[src/hw/rtl/c2d_pkg.sv]
// Types and constants for the conv2d block: beat structs, codes, FSM states.
// No dependencies.
package c2d_pkg;

  localparam int CFG_INDEX_W = 3;
  localparam int CFG_DATA_W  = 6;

  typedef enum logic [1:0] {
    OP_WRITE_FEATURE = 2'd0,
    OP_WRITE_WEIGHT  = 2'd1,
    OP_WRITE_BIAS    = 2'd2,
    OP_COMPUTE       = 2'd3
  } op_t;

  typedef enum logic [CFG_INDEX_W-1:0] {
    REG_MAP_HEIGHT  = 3'd0,
    REG_MAP_WIDTH   = 3'd1,
    REG_IN_CHANNELS = 3'd2,
    REG_OUT_FILTERS = 3'd3,
    REG_KERNEL_ROWS = 3'd4,
    REG_KERNEL_COLS = 3'd5
  } reg_index_t;

  typedef enum logic [1:0] {
    ST_IDLE,
    ST_SETUP,
    ST_RUN,
    ST_FLUSH
  } state_t;

  localparam logic [5:0] RST_MAP_HEIGHT  = 6'd32;
  localparam logic [5:0] RST_MAP_WIDTH   = 6'd32;
  localparam logic [4:0] RST_IN_CHANNELS = 5'd16;
  localparam logic [4:0] RST_OUT_FILTERS = 5'd16;
  localparam logic [2:0] RST_KERNEL_ROWS = 3'd3;
  localparam logic [2:0] RST_KERNEL_COLS = 3'd3;

  localparam logic [31:0] SAT_MAX = 32'h7fff_ffff;
  localparam logic [31:0] SAT_MIN = 32'h8000_0000;

  typedef struct packed {
    op_t                op;
    logic [13:0]        store_index;
    logic signed [15:0] write_value;
    logic [4:0]         out_row;
    logic [4:0]         out_col;
    logic [3:0]         out_filter;
  } in_item_t;

  typedef struct packed {
    logic signed [31:0] result_value;
    logic               saturated;
  } out_item_t;

  typedef struct packed {
    logic accept;
    logic start;
    logic setup;
    logic step;
    logic load;
  } cmd_t;

  typedef struct packed {
    logic hit;
    logic last_tap;
    logic pipe_busy;
    logic out_free;
  } status_t;

endpackage

[src/hw/rtl/c2d_ctrl.sv]
// Sequencer for the conv2d block: accepts beats, steps the tap loop, loads results.
// Depends on c2d_pkg.
module c2d_ctrl (
  input  logic             clk,
  input  logic             rst,
  input  logic             in_valid,
  output logic             in_ready,
  input  c2d_pkg::status_t status,
  output c2d_pkg::cmd_t    cmd
);

  c2d_pkg::state_t state, state_next;

  always_ff @(posedge clk) begin
    if (rst) begin
      state <= c2d_pkg::ST_IDLE;
    end else begin
      state <= state_next;
    end
  end

  always_comb begin
    state_next = state;
    cmd        = '0;
    in_ready   = 1'b0;
    unique case (state)
      c2d_pkg::ST_IDLE: begin
        in_ready   = !rst;
        cmd.accept = in_valid && !rst;
        if (in_valid && !rst && status.hit) begin
          cmd.start  = 1'b1;
          state_next = c2d_pkg::ST_SETUP;
        end
      end
      c2d_pkg::ST_SETUP: begin
        cmd.setup  = 1'b1;
        state_next = c2d_pkg::ST_RUN;
      end
      c2d_pkg::ST_RUN: begin
        cmd.step = 1'b1;
        if (status.last_tap) begin
          state_next = c2d_pkg::ST_FLUSH;
        end
      end
      c2d_pkg::ST_FLUSH: begin
        if (!status.pipe_busy && status.out_free) begin
          cmd.load   = 1'b1;
          state_next = c2d_pkg::ST_IDLE;
        end
      end
      default: begin
        state_next = c2d_pkg::ST_IDLE;
      end
    endcase
  end

endmodule

[config.mk]
export PLATFORM = sky130hd
export DESIGN_NAME = c2d_ctrl
export DESIGN_NICKNAME = d
export VERILOG_FILES = /design/src/hw/rtl/c2d_pkg.sv /design/src/hw/rtl/c2d_ctrl.sv
export SDC_FILE = /design/constraint.sdc
export NUM_CORES = 1
export LEC_CHECK = 0
export BUFFER_PORTS_ARGS = -buffer_cell sky130_fd_sc_hd__buf_2
export CAP_MARGIN = 0
export CORE_AREA = 4 4 41 43
export CTS_BUF_LIST = sky130_fd_sc_hd__clkbuf_8
export CTS_CLUSTER_DIAMETER = 50
export DETAILED_ROUTE_END_ITERATION = 8
export DIE_AREA = 0 0 45 47
export GPL_ROUTABILITY_DRIVEN = 0
export HOLD_SLACK_MARGIN = 0.1
export MAX_ROUTING_LAYER = met4
export SLEW_MARGIN = 20
export SYNTH_ARGS = -nofsm -noshare
export SYNTH_HDL_FRONTEND = slang
export SYNTH_SLANG_ARGS = --single-unit
[constraint.sdc]
create_clock -name clk -period 4.1 [get_ports clk]
set_clock_uncertainty 0.15 [all_clocks]
set_input_delay 0.41 -clock clk [delete_from_list [all_inputs] [get_ports clk]]
set_output_delay 0.41 -clock clk [all_outputs]
set_load 0.02 [all_outputs]
Word level (Yosys, flattened, before mapping)

Cells that the tools add are included.

Output and inout bits: 6
Input bits: 7
Bits in registers: 2
Logic and storage cells: 25

Equality and inequality tests: 6
Reduce and logical (&&, ||, !) cells: 7
Multiplexer cells: 11

Operators by type and width:

| kind                                                                   | number |
|---|---|
| 2-bit 2-to-1 mux                                                       | 4 |
| 2-bit one-hot mux with 4 select lines                                  | 1 |
| 1-bit 2-to-1 mux                                                       | 6 |
| 2-bit inequality test (second input constant)                          | 3 |
| 2-bit equality test (second input constant)                            | 2 |
| 1-bit logical AND                                                      | 3 |
| 3-bit AND reduction                                                    | 1 |
| 2-bit by 1-bit equality test with 1-bit output (second input constant) | 1 |
| 1-bit zero test                                                        | 2 |
| 2-bit zero test                                                        | 1 |

Logic depth before layout (Yosys ltp)

Depth in word-level cells: 5
Depth in mapped cells: 4

Worst setup path after synthesis

No wires, ideal clock.

Path type: register to output
Start: register state[0]
End: output port cmd[3] in the netlist's numbering
Buffers on the path: 0
Path slack: 2.409 ns
Arrival time: 1.131 ns
Stages on the path, launching flop included: 5
Path through: dfxtp_1 -> inv_1 -> ha_1 -> and2b_1 -> and3_1

RTL lines:

| element                  | RTL line       | RTL |
|---|---|---|
| start: declaration       | c2d_ctrl.sv:12 | `c2d_pkg::state_t state, state_next;` |
| start signal: assignment | c2d_ctrl.sv:16 | `state <= c2d_pkg::ST_IDLE;` |
| start signal: assignment | c2d_ctrl.sv:18 | `state <= state_next;` |
| end: declaration         | c2d_ctrl.sv:9  | `output c2d_pkg::cmd_t cmd` |

==> results by group <==
Outcome
  • Outcome: finished clean

Global route
  • GRT Max-Usage Layer: met2
  • Vias in the first global route: 206
  • Initial antenna violation count: 0
  • Pin count of the biggest net entering global routing: 7
  • Total Routing Usage GR: 0.0594
  • Global Route met2 Usage: 0.0763
  • Met1 GRT Util: 0.0633
  • Grt met3 use: 0.0345
  • First-pass GRT wire length: 814 um
  • Grt ovf: 0

Critical path
  • Cell family with most CP delay: flip-flops
  • WP data arrival: 1.39 ns
  • CP max stage delay: 0.38 ns
  • Req. time, crit path: 3.54 ns
  • Crit path buffers/inverters: 2
  • Cell-by-cell trace of the critical path: inv_1 > ha_1 > and2b_1 > and3_1 > buf_2
  • Crit-path slowest cell: dfxtp_1
  • Crit start category: register
  • Setup CP Type: reg2out
  • CP Max Fanout: 4
  • Crit path capture type: output port

Logic synthesis
  • Register area share after synthesis: 0.189
  • Leading area contributor after synthesis: ha_1
  • Yosys top cell area share: 0.296
  • Mapped Area: 211 um^2
  • YS warnings: 0
  • Mapped Nets: 36
  • Area contributors post-synth: ha_1 30%, dfxtp_1 19%, nand2b_1 12%
  • FF+latch count, synth: 2
  • Synthesized instance count: 24
  • Synth cell types: 12
  • Mean post-synth cell area: 8.81 um^2

Floorplan
  • Die ar.: 0.00212 mm^2
  • Die span in x: 45 um
  • Die Height: 47 um
  • CORE AREA: 0.00130 mm^2
  • I/O pin count: 13
  • Initial core utilization: 0.163
  • Site row count: 13

Cells and area
  • Nets: 53
  • Synth-to-Final Area Change: 56.8%
  • Layout cells sized above 1: 0.385
  • Diodes inserted: 0
  • Most common cell after layout, fill and taps aside: buf_2
  • Most frequent cells in the layout: 12 x buf_2, 5 x ha_1, 4 x inv_1, 4 x nand2b_1, 3 x clkbuf_8
  • Max reg flops: 2
  • Top flop regs: state: 2 flops
  • Register name with the most flops: state
  • Fillers: 151

Timing
  • Max-Slew Margin vs Limit: 0.679
  • Max-slew violations: 0
  • FMAX: 513 MHz
  • Fin crit share: 0.475
  • Final hold vios: 0
  • Setup WS post-layout: 2.15 ns
  • Worst-Margin Slew: 0.482 ns
  • Post-layout minimum cycle time: 1.95 ns
  • RSZ-0062 raised after global routing: no
  • # setup viols final: 0
  • TNS Setup: 0 ns

Placement
  • I/O Buffers: 12
  • DP HPWL: 386 um
  • Post-Place Worst Slack: 2.36 ns

Clock tree
  • CTS H-tree depth: 1
  • CTS max path bufs: 2
  • CTS tree: done
  • Clock insertion delay at the later pin of the skew report: 0.21 ns
  • CTS Buf Count: 3
  • Post-CTS sizing: 0
  • Hold buffer count at CTS: 0
  • Post CTS Setup Buffer Count: 0
  • Clock sink total: 2
  • Worst-path clk slew: 0.03 ns
  • CTS Root Cell: clkbuf_8

Route
  • Drt via density: 3.78
  • DR WL/cell: 8.59 um
  • WL final: 464 um
  • Initial DRC count: 3
  • DR pass1 iterations: 4
  • Post-DRT Antenna Nets: 0
  • Routed via count: 204
  • DRC viols: 0

Hold path
  • Worst hold path class: reg2reg

Power
  • Leakage: 0.175 nW
  • Pwr Density: 570 mW/mm^2
  • Peak VDD IR: 173 uV

Run
  • Max-Cap Viols: 0
[synth_stat cells]
master / instances
a222oi_1: 1
and2_1: 1
and2b_1: 1
and3_1: 1
dfxtp_1: 2
ha_1: 5
inv_1: 4
mux2i_1: 2
nand2b_1: 4
nand3b_1: 1
nor2_1: 1
o21bai_1: 1
[routing by layer]
layer | vias up | routed length [um]
met3 | 2 | 73
met1 | 82 | 201
li1 | 109 | -
met4 | 0 | 11
met2 | 11 | 177
met5 | - | 0
[kinds of logic (layout without fill, tap and decap cells)]
logic type | after synthesis | after routing | synth area share
flops | 2 | 2 | 0.189
buf+inv | 4 | 19 | 0.0710
mux | 2 | 2 | 0.0947
compound gates | 2 | 2 | 0.0829
fa+ha+maj | 5 | 5 | 0.296
simple gates | 9 | 9 | 0.266
[area by class of cell]
| type | instances | area [um^2] | share of cell area |
|---|---|---|---|
| sequential | 2 | 40.0 | 0.121 |
| inverter | 4 | 15.0 | 0.0453 |
| tap | 15 | 18.8 | 0.0566 |
| multi-input combinational | 18 | 156 | 0.472 |
| clock buffer | 3 | 41.3 | 0.125 |
| timing repair buffer | 12 | 60.1 | 0.181 |
[tightest hold or removal path: cells and delay by family (launching register included)]
kind             cells  cell delay [ns]
DFF                  1             0.33
and+or+nand+nor      1             0.08
muxes                1             0.06
[worst paths after layout]
kind | start | end | slack (ns) | cells after the start
min | state[1] | state[1] | 0.36 | 2
max reg2reg | state[0] | state[0] | 2.43 | 4
min reg2reg | state[1] | state[1] | 0.36 | 2
max | state[0] | cmd[3] | 2.15 | 5
[power by group]
group | total [mW] | internal [mW] | switching (mW)
registers | 0.0331 | 0.0262 | 0.00697
logic | 0.0799 | 0.0346 | 0.0454
clock network | 0.0760 | 0.0619 | 0.0140
[metrics by stage]
| step | utilization | hold slack, ns | cells | cell area (um^2) | power [mW] |
|---|---|---|---|---|---|
| after floorplan | - | 0.331 | 24 | 211 | 0.0932 |
| after global placement | 0.223 | 0.365 | 51 | 290 | 0.115 |
| after detailed placement | 0.223 | 0.372 | 51 | 290 | 0.115 |
| after CTS | 0.255 | 0.375 | 54 | 332 | 0.195 |
| after global routing | 0.255 | 0.396 | 54 | 332 | 0.209 |
| final | 0.255 | 0.363 | 54 | 332 | 0.189 |
(Power assumes the default switching activity.)
